<file path="src/rtl/core/sbfr_pkg.sv">
package sbfr_pkg;

  typedef enum logic [1:0] {
    ST_IDLE,
    ST_PAYLOAD,
    ST_CHECK,
    ST_EMIT
  } state_t;

  // Commands from the controller to the datapath.
  typedef struct packed {
    logic open_frame;
    logic take_byte;
    logic check_sum;
    logic emit_byte;
  } cmd_t;

  // Status from the datapath to the controller.
  typedef struct packed {
    logic start_hit;
    logic cnt_last;
    logic sum_match;
    logic out_free;
  } status_t;

  localparam logic [7:0] START_RESET = 8'h9A;
  localparam int unsigned POS_W = 6;

endpackage

</file>
<file path="src/rtl/core/sbfr_ctrl.sv">
module sbfr_ctrl (
  input  logic              clk,
  input  logic              rst,
  input  logic              in_valid,
  output logic              in_ready,
  input  sbfr_pkg::status_t status,
  output sbfr_pkg::cmd_t    cmd
);
  import sbfr_pkg::*;

  state_t state;
  state_t state_next;

  always_ff @(posedge clk) begin
    if (rst) begin
      state <= ST_IDLE;
    end else begin
      state <= state_next;
    end
  end

  always_comb begin
    state_next = state;
    cmd        = '0;
    in_ready   = 1'b0;
    case (state)
      ST_IDLE: begin
        in_ready = 1'b1;
        if (in_valid && status.start_hit) begin
          cmd.open_frame = 1'b1;
          state_next     = ST_PAYLOAD;
        end
      end
      ST_PAYLOAD: begin
        in_ready = 1'b1;
        if (in_valid) begin
          cmd.take_byte = 1'b1;
          if (status.cnt_last) begin
            state_next = ST_CHECK;
          end
        end
      end
      ST_CHECK: begin
        // A bad checksum byte produces a result, so the output register must be free.
        in_ready = status.out_free;
        if (in_valid && status.out_free) begin
          cmd.check_sum = 1'b1;
          state_next    = status.sum_match ? ST_EMIT : ST_IDLE;
        end
      end
      ST_EMIT: begin
        if (status.out_free) begin
          cmd.emit_byte = 1'b1;
          if (status.cnt_last) begin
            state_next = ST_IDLE;
          end
        end
      end
      default: begin
        state_next = ST_IDLE;
      end
    endcase
  end

endmodule

</file>
<file path="src/rtl/core/sbfr_dp.sv">
module sbfr_dp #(
  parameter int unsigned PAYLOAD_BYTES = 18
) (
  input  logic                          clk,
  input  logic                          rst,
  input  logic                          cfg_write,
  input  logic [7:0]                    cfg_data,
  input  logic [7:0]                    rx_byte,
  input  sbfr_pkg::cmd_t                cmd,
  output sbfr_pkg::status_t             status,
  output logic                          out_valid,
  input  logic                          out_ready,
  output logic                          frame_ok,
  output logic [7:0]                    payload_value,
  output logic [sbfr_pkg::POS_W-1:0]    payload_position,
  output logic                          last_of_run,
  output logic [31:0]                   good_frames,
  output logic [31:0]                   bad_frames
);
  import sbfr_pkg::*;

  localparam int unsigned IDX_W = (PAYLOAD_BYTES > 1) ? $clog2(PAYLOAD_BYTES) : 1;
  localparam logic [IDX_W-1:0] IDX_LAST = IDX_W'(PAYLOAD_BYTES - 1);

  logic [7:0]       start_value;
  logic [7:0]       running_sum;
  logic [IDX_W-1:0] cnt;
  logic [31:0]      good_count;
  logic [31:0]      bad_count;
  logic [7:0]       payload_store [PAYLOAD_BYTES];
  logic             out_free;

  assign out_free         = !out_valid || out_ready;
  assign status.start_hit = (rx_byte == start_value);
  assign status.cnt_last  = (cnt == IDX_LAST);
  assign status.sum_match = (rx_byte == running_sum);
  assign status.out_free  = out_free;

  always_ff @(posedge clk) begin
    if (rst) begin
      start_value <= START_RESET;
    end else if (cfg_write) begin
      start_value <= cfg_data;
    end
  end

  always_ff @(posedge clk) begin
    if (cmd.take_byte) begin
      payload_store[cnt] <= rx_byte;
    end
  end

  always_ff @(posedge clk) begin
    if (rst) begin
      running_sum <= '0;
      cnt         <= '0;
      good_count  <= '0;
      bad_count   <= '0;
    end else begin
      if (cmd.open_frame) begin
        running_sum <= '0;
        cnt         <= '0;
      end
      if (cmd.take_byte) begin
        running_sum <= running_sum + rx_byte;
        cnt         <= status.cnt_last ? '0 : cnt + 1'b1;
      end
      if (cmd.check_sum) begin
        running_sum <= '0;
        cnt         <= '0;
        if (status.sum_match) begin
          good_count <= good_count + 32'd1;
        end else begin
          bad_count <= bad_count + 32'd1;
        end
      end
      if (cmd.emit_byte) begin
        cnt <= status.cnt_last ? '0 : cnt + 1'b1;
      end
    end
  end

  always_ff @(posedge clk) begin
    if (rst) begin
      out_valid <= 1'b0;
    end else if ((cmd.check_sum && !status.sum_match) || cmd.emit_byte) begin
      out_valid <= 1'b1;
    end else if (out_ready) begin
      out_valid <= 1'b0;
    end
  end

  // Payload fields of the output register; no reset needed.
  always_ff @(posedge clk) begin
    if (cmd.check_sum && !status.sum_match) begin
      frame_ok         <= 1'b0;
      payload_value    <= '0;
      payload_position <= '0;
      last_of_run      <= 1'b1;
      good_frames      <= good_count;
      bad_frames       <= bad_count + 32'd1;
    end else if (cmd.emit_byte) begin
      frame_ok         <= 1'b1;
      payload_value    <= payload_store[cnt];
      payload_position <= POS_W'(cnt);
      last_of_run      <= status.cnt_last;
      good_frames      <= good_count;
      bad_frames       <= bad_count;
    end
  end

endmodule

</file>
<file path="src/rtl/core/start_byte_frame_receiver_checksum_top.sv">
// Channel   Direction  Handshake             Payload
// cfg       in         cfg_valid/cfg_ready   cfg_data (start_value)
// in        in         in_valid/in_ready     rx_byte
// out       out        out_valid/out_ready   frame_ok, payload_value, payload_position,
//                                            last_of_run, good_frames, bad_frames
//
// A byte that opens or fills a frame produces no output.
// A good frame streams PAYLOAD_BYTES results from the payload store, one per cycle while the
// output is not stalled, and no byte is taken during that run.
// A checksum byte is taken only when the output register is free.
// Reset is synchronous and active high; the payload store needs no clearing.
// Output stalls hold the result in the output register and pause the payload run.
module start_byte_frame_receiver_checksum_top #(
  parameter int unsigned PAYLOAD_BYTES = 18
) (
  input  logic                       clk,
  input  logic                       rst,
  input  logic                       cfg_valid,
  output logic                       cfg_ready,
  input  logic [7:0]                 cfg_data,
  input  logic                       in_valid,
  output logic                       in_ready,
  input  logic [7:0]                 rx_byte,
  output logic                       out_valid,
  input  logic                       out_ready,
  output logic                       frame_ok,
  output logic [7:0]                 payload_value,
  output logic [sbfr_pkg::POS_W-1:0] payload_position,
  output logic                       last_of_run,
  output logic [31:0]                good_frames,
  output logic [31:0]                bad_frames
);
  import sbfr_pkg::*;

  cmd_t    cmd;
  status_t status;

  assign cfg_ready = 1'b1;

  sbfr_ctrl u_ctrl (
    .clk      (clk),
    .rst      (rst),
    .in_valid (in_valid),
    .in_ready (in_ready),
    .status   (status),
    .cmd      (cmd)
  );

  sbfr_dp #(
    .PAYLOAD_BYTES (PAYLOAD_BYTES)
  ) u_dp (
    .clk              (clk),
    .rst              (rst),
    .cfg_write        (cfg_valid && cfg_ready),
    .cfg_data         (cfg_data),
    .rx_byte          (rx_byte),
    .cmd              (cmd),
    .status           (status),
    .out_valid        (out_valid),
    .out_ready        (out_ready),
    .frame_ok         (frame_ok),
    .payload_value    (payload_value),
    .payload_position (payload_position),
    .last_of_run      (last_of_run),
    .good_frames      (good_frames),
    .bad_frames       (bad_frames)
  );

endmodule

</file>
<file path="config.mk">
export PLATFORM = sky130hd
export DESIGN_NAME = start_byte_frame_receiver_checksum_top
export DESIGN_NICKNAME = d
export VERILOG_FILES = /design/src/rtl/core/sbfr_pkg.sv /design/src/rtl/core/sbfr_ctrl.sv /design/src/rtl/core/sbfr_dp.sv /design/src/rtl/core/start_byte_frame_receiver_checksum_top.sv
export SDC_FILE = /design/constraint.sdc
export NUM_CORES = 1
export LEC_CHECK = 0
export BUFFER_PORTS_ARGS = -buffer_cell sky130_fd_sc_hd__buf_2
export CAP_MARGIN = 20
export CORE_MARGIN = 2
export CORE_UTILIZATION = 60
export DETAILED_ROUTE_END_ITERATION = 10
export MAX_ROUTING_LAYER = met4
export PLACE_DENSITY = 0.82
export SYNTH_ARGS = -nofsm -noshare
export SYNTH_HDL_FRONTEND = slang
export SYNTH_SLANG_ARGS = --single-unit
</file>
<file path="constraint.sdc">
create_clock -name clk -period 5.5 [get_ports clk]
set_input_delay 0.275 -clock clk [delete_from_list [all_inputs] [get_ports clk]]
set_output_delay 0.275 -clock clk [all_outputs]
set_load 0.005 [all_outputs]
</file>
* Word-level counts from Yosys, hierarchy flattened
Memories as Yosys holds them, arrays and structs flattened. A register that Yosys moved wholly into a read port is not among the register bits. Index checks and enable logic that the tools add are counted.
Word-level totals: register bits after elaboration 159, memory bits (writable) 144, input port bits 21, logic and storage cells 79, memories 1
Memories:
- u_dp.payload_store | words 18, width 8, rd ports 1, clocked after Yosys merged registers in 1, wr ports 1, RTL line sbfr_dp.sv:30 | logic [7:0] payload_store [PAYLOAD_BYTES];
Operators by class: add/sub/neg operators 4, equal/unequal tests 12, muxes and demuxes 32, bitwise operators 1, reductions and logical operators 17
Operator list (count):
- 2-to-1 mux 32 bit | 4
- adder 32 x 1 -> 32 bit (second input constant) | 2
- 2-to-1 mux 5 bit | 5
- == test 8 bit | 2
- 2-to-1 mux 8 bit | 2
- 2-to-1 mux 2 bit | 7
- 2-to-1 mux 1 bit | 12
- inequality test 2 x 1 -> 1 bit (second input constant) | 5
- adder 8 bit | 1
- one-hot mux 2 bit (4 select lines) | 1
- AND reduction 6 bit | 1
- nonzero test 2 bit | 3
- adder 5 x 1 -> 5 bit (second input constant) | 1
- == test 5 bit (second input constant) | 1
- == test 2 bit (second input constant) | 2
- AND reduction 2 bit | 2
- nonzero test 4 bit | 1
- OR reduction 2 bit | 2
- logical AND 1 bit | 3
- == test 2 x 1 -> 1 bit (second input constant) | 1
- logical NOT 1 bit | 2
- logical NOT 2 bit | 1
- logical OR 1 bit | 2
- inequality test 2 bit (second input constant) | 1
- other kinds (2) | 2

* Longest topological paths before layout
Gate-level depths: netlist (run 1).
depth in word-level cells 8, depth in mapped cells 9, depth with buffers taken out 7

* Cells and area by module
A second synthesis (run 1) with hierarchy kept.
Second synthesis, totals: cells, all modules 931, area, all modules 12692.2 um^2
Modules (own cells, without submodules):
- sbfr_dp | times used 1, cells an instance 906, area an instance 12495.7 um^2, sequential area each 8267.9 um^2
- sbfr_ctrl | times used 1, cells an instance 23, area an instance 185.2 um^2, sequential area each 40.0 um^2
- start_byte_frame_receiver_checksum_top | times used 1, cells an instance 2, area an instance 11.3 um^2, sequential area each 0.0 um^2

* Worst setup path before layout (run 1)
No wires, ideal clock.
path kind register -> register, from register u_dp.running_sum[6], to register u_dp.bad_frames[0] (enable), library setup time 0.688 ns, arrival time 3.158 ns, path slack 1.654 ns, cell stages (with the launch flop) 8, clock period less this slack 3.846 ns, cells stage by stage dfxtp_1 > ha_1 > or4_4 > or3_1 > clkbuf_1 > nand2_1 > clkbuf_1 > nand2_1
On the way: longest elaborated chain between the ends 4
Ends and longest elaborated chain:
- start, declared | RTL line sbfr_dp.sv:26 | logic [7:0] running_sum;
- start signal, assigned | RTL line sbfr_dp.sv:65 | running_sum <= running_sum + rx_byte;
- == test 8 bit | RTL line sbfr_dp.sv:36 | assign status.sum_match = (rx_byte == running_sum);
- logical NOT 1 bit | RTL line sbfr_dp.sv:95 | if (cmd.check_sum && !status.sum_match) begin
- logical AND 1 bit | RTL line sbfr_dp.sv:95
- nonzero test 2 bit (no source line)
- end signal, assigned | RTL line sbfr_dp.sv:101 | bad_frames <= bad_count + 32'd1;
- end signal, assigned | RTL line sbfr_dp.sv:108 | bad_frames <= bad_count;
- end, declared | RTL line sbfr_dp.sv:18 | output logic [31:0] bad_frames
No other way between the ends. A chain may end at the register's enable or synchronous reset.

* Worst setup path in the final report (run 1)
from register u_dp.running_sum[5], to register u_dp.good_count[27]
On the way: longest elaborated chain between the ends 2
Ends and longest elaborated chain:
- == test 8 bit | RTL line sbfr_dp.sv:36
- AND reduction 2 bit (no source line)
- end signal, assigned | RTL line sbfr_dp.sv:72 | good_count <= good_count + 32'd1;
- end, declared | RTL line sbfr_dp.sv:28 | logic [31:0] good_count;
No other way between the ends.

==> flow_metrics.tcl, run 1 <==
set metrics [dict create \
    coreArea_sq_mm 0.0210 \
    cts_tree "done" \
    grt_pass1_wl_um 43300 \
    yosys_warnings 0 \
    overflow 0 \
    first_pass_iters 5 \
    synth-compound-area-share_pct 6.50 \
    ios 104 \
    port_buffers 101 \
    path_delay_family "simple AND/OR/NAND/NOR gates" \
    irDropWorstVdd_mv 0.255 \
    yosysUniqueCellTypes 55 \
    hold_class "primary input to register" \
    hold_ws_ns 0.127 \
    yosysTopAreaCellShare_pct 48.8 \
    min_path_cells 3 \
    arrival_ns 3.90 \
    drcViolationCount 0 \
    max_cap_violations 0 \
    die_x_um 150 \
    cp-startpoint "u_dp.running_sum[5]" \
    r2r_slack_ns 2.08 \
    final_cells 1349 \
    slew_viol_final 0 \
    p_leak_nw 5.14 \
    num_rows 53 \
    gp_congestion 0.880 \
    max_freq_mhz 292 \
    vias 8348 \
    powerDensity_mw_per_mm2 319 \
    reg2regPathDepth 6 \
    synthArstFlopShare_pct 0 \
    muxShareOfSynthArea_pct 9.15 \
    first_global_vias 7932 \
    final_common_cell "edfxtp_1" \
    rr_endpoint "u_dp.good_count[27]" \
    yosys.area.top_type "edfxtp_1" \
    htree_levels 1 \
    synthXorXnorAreaFrac_pct 3.08 \
    synth_top_family_by_area "simple AND/OR/NAND/NOR gates" \
    drt_wl_total_um 28000 \
    grt_max_degree 76 \
    cts_num_sinks 311 \
    ys_seq_area_share_pct 64.9 \
    hold_violations 0 \
    relSlewSlack_pct 25.7 \
    worstSetupPathType "register to register" \
    start_util_pct 61.1 \
    worstSetupEndpointType "register" \
    clk_latency_ns 0.56 \
    avgRoutedWirePerCell_um 20.8 \
    worstMarginPinSlew_ns 1.11 \
    worstPathMaxFanout 24 \
    synthAdderAreaFrac_pct 1.43 \
    ant_nets 0 \
    synth-simple-area-share_pct 13.0 \
    synthCells 949 \
    netlist_area_sq_mm 0.0128 \
    syn_to_final_growth_pct 14.1 \
    setup_tns_ns 0 \
    startpoint_type "register" \
    antenna_found_initial 1 \
    cts_made_buffers 30 \
    cpPeakStageDelay_ns 0.80 \
    synth_area_leaders "edfxtp_1, dfxtp_1, mux4_2" \
    path_cells "ha_1, or4_4, nor3_4, nand4_1, or4_1, a21oi_1" \
    ys_ff_latch 311 \
    synth_nets 984 \
    dominantRegCellSynth "edfxtp_1" \
    ctsResizeCount 0 \
    grt.total_usage_pct 25.8 \
    whs_endpoint "u_dp.start_value[7]" \
    fin_crit_ns 3.42 \
    drive_gt1_share_pct 20.9 \
    rsz0062_at_grt "no" \
    cp_data_required_time_ns 5.98 \
    path_buf_inv 0 \
    drt_first_iter_violations 839 \
    clk_pin_slew_ns 0.07 \
    place_inst 1284 \
    fp.dieH_um 150 \
    synth_edf_count 208 \
    skew_ns 0.0156 \
    die-area_sq_mm 0.0225 \
    dp_hpwl_um 17200 \
    rr_startpoint "u_dp.running_sum[5]" \
    layout_common_cells "edfxtp_1, dfxtp_1, buf_2" \
    cp_slowest_cell "nand4_1" \
    viasPerCell 6.19 \
    fin_crit_sh_pct 62.2 \
    status "finished, final reports clean" \
    root_buffer "clkbuf_16" \
    holdCritStartpoint "cfg_valid" \
    setup_viol 0 \
    avgSynthCellArea_sq_um 13.5 \
    cts_buffer_depth 3 \
    num-nets-final 1084 \
]
kinds of logic (layout without fill, tap and decap cells):
| family | after synthesis | in the layout |
|---|---|---|
| compound gates | 135 | 135 |
| xor+xnor | 45 | 45 |
| fa+ha+maj | 14 | 14 |
| buf+inv | 61 | 185 |
| flops | 311 | 311 |
| mux | 74 | 74 |
| other cells | 2 | 3 |
| simple gates | 307 | 307 |
sequential cells by signal, indices dropped and copies added (netlist names):
register	flops
u_dp.bad_frames	32
u_dp.cnt	5
u_ctrl.state	2
u_dp.good_frames	32
u_dp.good_count	32
u_dp.running_sum	8
u_dp.out_valid	1
u_dp.payload_position	5
u_dp.payload_value	8
u_dp.bad_count	32
u_dp.last_of_run	1
u_dp.payload_store	144
u_dp.frame_ok	1
u_dp.start_value	8
cells in the mapped netlist, types with 2 or more instances:
master,count
nand2_1,49
a21o_1,2
xnor2_1,28
buf_4,2
buf_1,5
and3_1,26
and2_1,28
nor3b_1,2
mux2_2,24
buf_2,4
xor2_1,17
ha_1,13
nand2b_1,4
nor2b_1,16
or3_1,21
nand4_1,17
a221o_1,8
dfxtp_1,103
clkbuf_1,37
nand3_1,41
a31oi_1,5
nor4_1,9
conb_1,2
inv_1,13
nor3_1,8
or2_2,2
o21ai_0,31
a211oi_1,8
and4_1,5
o31ai_1,17
mux2i_1,18
nor2_1,56
or4_1,16
a21oi_1,53
mux4_2,32
edfxtp_1,208
worst register-to-register path, cell delays in order, from the launching register on:
cell	delay [ns]
dfxtp_1	0.32
ha_1	0.34
or4_4	0.54
nor3_4	0.43
nand4_1	0.80
or4_1	0.75
a21oi_1	0.16
stage by stage:
stage	cell area (sq um)	setup WS (ns)	utilization, %	total power [mW]
4_1_cts	14600	2.12	69.7	4.67
3_3_place_gp	13500	2.02	64.5	2.65
3_5_place_dp	13500	1.81	64.5	2.65
6_report	14600	2.08	69.7	4.66
5_1_grt	14600	1.90	69.7	4.78
2_1_floorplan	12800	1.65	-	2.60
routing by layer:
metal	vias to the layer above	routed length [um]	share of wire, %	track usage [%]
met1	4108	11900	43	35.8
li1	3802	-	-	-
met3	67	2040	7.3	3.99
met5	-	0	0	-
met2	371	13300	47	39.5
met4	0	814	2.9	8.54
where the power goes:
| part | switching [mW] | internal (mW) | total [mW] |
|---|---|---|---|
| clock network | 0.874 | 1.18 | 2.05 |
| registers | 0.0125 | 2.50 | 2.51 |
| logic | 0.0620 | 0.0370 | 0.0990 |
final cells by class:
cell class | count | area [sq um]
Timing Repair Buffer | 116 | 638
Fill cell | 1429 | 6350
Multi-Input combinational cell | 577 | 4260
Clock inverter | 17 | 155
Tap cell | 275 | 344
Inverter | 13 | 48.8
Clock buffer | 39 | 846
Sequential cell | 311 | 8310
Antenna cell | 1 | 2.50
how the worst max path moves through the flow:
| stage | depth (start not counted) | to |
|---|---|---|
| 2_1_floorplan | 7 | u_dp.bad_frames[0] |
| 3_3_place_gp | 7 | u_dp.good_count[27] |
| 3_5_place_dp | 7 | u_dp.good_count[27] |
| 4_1_cts | 6 | u_dp.good_count[27] |
| 5_1_grt | 6 | u_dp.good_count[27] |
| 6_report | 6 | u_dp.good_count[27] |
what timing repair did:
item / in CTS / in global routing
endpoints found under the setup margin: 0 / 0
buffers inserted: 0 / 0
hold buffers: 8 / 0
hold endpoints to repair: 8 / 0
Note: power is estimated with default switching activity, not from simulation.
==> inputs of run 2 (changes only) <==
clock period = 3.2 ns   (was 5.5 ns; I/O delays follow)
==> run 2 against run 1 <==
  * Register-to-register slack got worse by 1.7 ns
  * Worst setup slack got worse by 1.7 ns
  * Wire length up 2.0%
  * Die area is the same
  * Design area up 0.84%
  * Global-route usage increased by 0.42 points
  * Total power grew 70%
  * Final cell count grew 1.5%
  * Core utilization increased by 0.59 points
  * Flip-flop and latch count stayed put
  * Combinational power up 84%
  * Critical endpoint is now u_dp.good_count[19]
  * Largest cell class unchanged
==> flow_metrics.tcl, run 2 (same netlist as run 1, synthesis figures left out) <==
set metrics [dict create \
    status "finished, final reports clean" \
    num_rows 53 \
    path_cells "ha_1, or4_4, nor3_4, nand4_1, buf_4, or4_1, a21oi_1" \
    startpoint_type "register" \
    rsz0062_at_grt "no" \
    viasPerCell 6.18 \
    die-area_sq_mm 0.0225 \
    rr_endpoint "u_dp.good_count[19]" \
    final_common_cell "edfxtp_1" \
    p_leak_nw 5.23 \
    drive_gt1_share_pct 21.9 \
    clk_pin_slew_ns 0.06 \
    cts_buffer_depth 3 \
    fin_crit_ns 2.84 \
    setup_viol 0 \
    first_pass_iters 5 \
    endpoint "u_dp.good_count[19]" \
    avgRoutedWirePerCell_um 20.9 \
    grt_max_degree 75 \
    cts_tree "done" \
    hold_class "primary input to register" \
    drt_first_iter_violations 767 \
    first_global_vias 8066 \
    cts_num_sinks 311 \
    worstSetupPathType "register to register" \
    num-nets-final 1106 \
    layout_common_cells "edfxtp_1, dfxtp_1, buf_2" \
    cp_slowest_cell "or4_4" \
    ios 104 \
    slew_viol_final 0 \
    die_x_um 150 \
    vias 8463 \
    irDropWorstVdd_mv 0.355 \
    max_freq_mhz 352 \
    largest_reg_flops 144 \
    worstSetupEndpointType "register" \
    r2r_slack_ns 0.36 \
    max_cap_violations 0 \
    fin_crit_sh_pct 88.7 \
    coreArea_sq_mm 0.0210 \
    gp_congestion 0.831 \
    reg2regPathDepth 7 \
    hold_ws_ns 0.0250 \
    setup_tns_ns 0 \
    ant_nets 0 \
    finalPower_mw 7.93 \
    skew_ns 0.0209 \
    rr_startpoint "u_dp.running_sum[6]" \
    port_buffers 101 \
    cpPeakStageDelay_ns 0.57 \
    worstMarginPinSlew_ns 0.832 \
    relSlewSlack_pct 44.6 \
    drcViolationCount 0 \
    fin_util_pct 70.3 \
    htree_levels 1 \
    worstPathMaxFanout 16 \
    worst-path-stages 7 \
    start_util_pct 61.1 \
    arrival_ns 3.30 \
    cp-startpoint "u_dp.running_sum[6]" \
    top_register "u_dp.payload_store" \
    grt.total_usage_pct 26.2 \
    dp_hpwl_um 18100 \
    fillers 1393 \
    powerDensity_mw_per_mm2 538 \
    path_buf_inv 1 \
    hold_violations 0 \
    fp.dieH_um 150 \
    clk_latency_ns 0.55 \
    root_buffer "clkbuf_16" \
    antenna_found_initial 1 \
    cts_made_buffers 29 \
    syn_to_final_growth_pct 15.1 \
    overflow 0 \
    grt_pass1_wl_um 43800 \
    path_delay_family "simple AND/OR/NAND/NOR gates" \
    drt_wl_total_um 28600 \
    cp_data_required_time_ns 3.66 \
]
[run 2: worst min-delay path by stage]
stage / cells after the start / startpoint / end
5_1_grt: 3 / cfg_valid / u_dp.start_value[7]
4_1_cts: 3 / cfg_valid / u_dp.start_value[7]
6_report: 3 / cfg_valid / u_dp.start_value[1]
3_5_place_dp: 3 / cfg_data[7] / u_dp.start_value[7]
3_3_place_gp: 3 / cfg_data[7] / u_dp.start_value[7]
2_1_floorplan: 0 / rx_byte[0] / u_dp.payload_store[0][0]
[run 2: what timing repair did]
item	CTS	global route
setup endpoints to repair	0	0
buffers inserted	0	0
endpoints found under the hold margin	8	0
resized for setup	0	0
hold buffers	8	0
[run 2: cell type report]
cell class	instances	area [sq um]	share of cell area, %
Multi-Input combinational cell	577	4260	28.9
Clock buffer	38	800	5.43
Antenna cell	1	2.50	0.0170
Inverter	13	48.8	0.331
Timing Repair Buffer	139	811	5.51
Clock inverter	15	156	1.06
Tap cell	275	344	2.34
Sequential cell	311	8310	56.4
[run 2: worst register-to-register path, stage by stage, from the launching register on]
cell and delay (ns):
dfxtp_1 0.32, ha_1 0.33, or4_4 0.57, nor3_4 0.27, nand4_1 0.33, buf_4 0.32, or4_1 0.44, a21oi_1 0.18
[run 2: where the power goes]
group	leakage, nW	internal [mW]	switching [mW]
clock	0.461	2.00	1.44
sequential	2.74	4.29	0.0165
combinational	2.03	0.0682	0.114
[run 2: stage by stage]
stage / area (sq um) / std cells / setup WS, ns
after floorplan: 12800 / 949 / 0.306
after global placement: 13700 / 1307 / 0.423
after detailed placement: 13700 / 1307 / 0.320
after CTS: 14700 / 1368 / 0.366
after global routing: 14700 / 1369 / 0.186
final: 14700 / 1369 / 0.362
[run 2: layer usage]
layer	part of all wire, %	GRT usage, %
met3	7.6	3.29
met1	40	35.4
met2	48	40.9
met4	3.9	10.6
met5	0	-
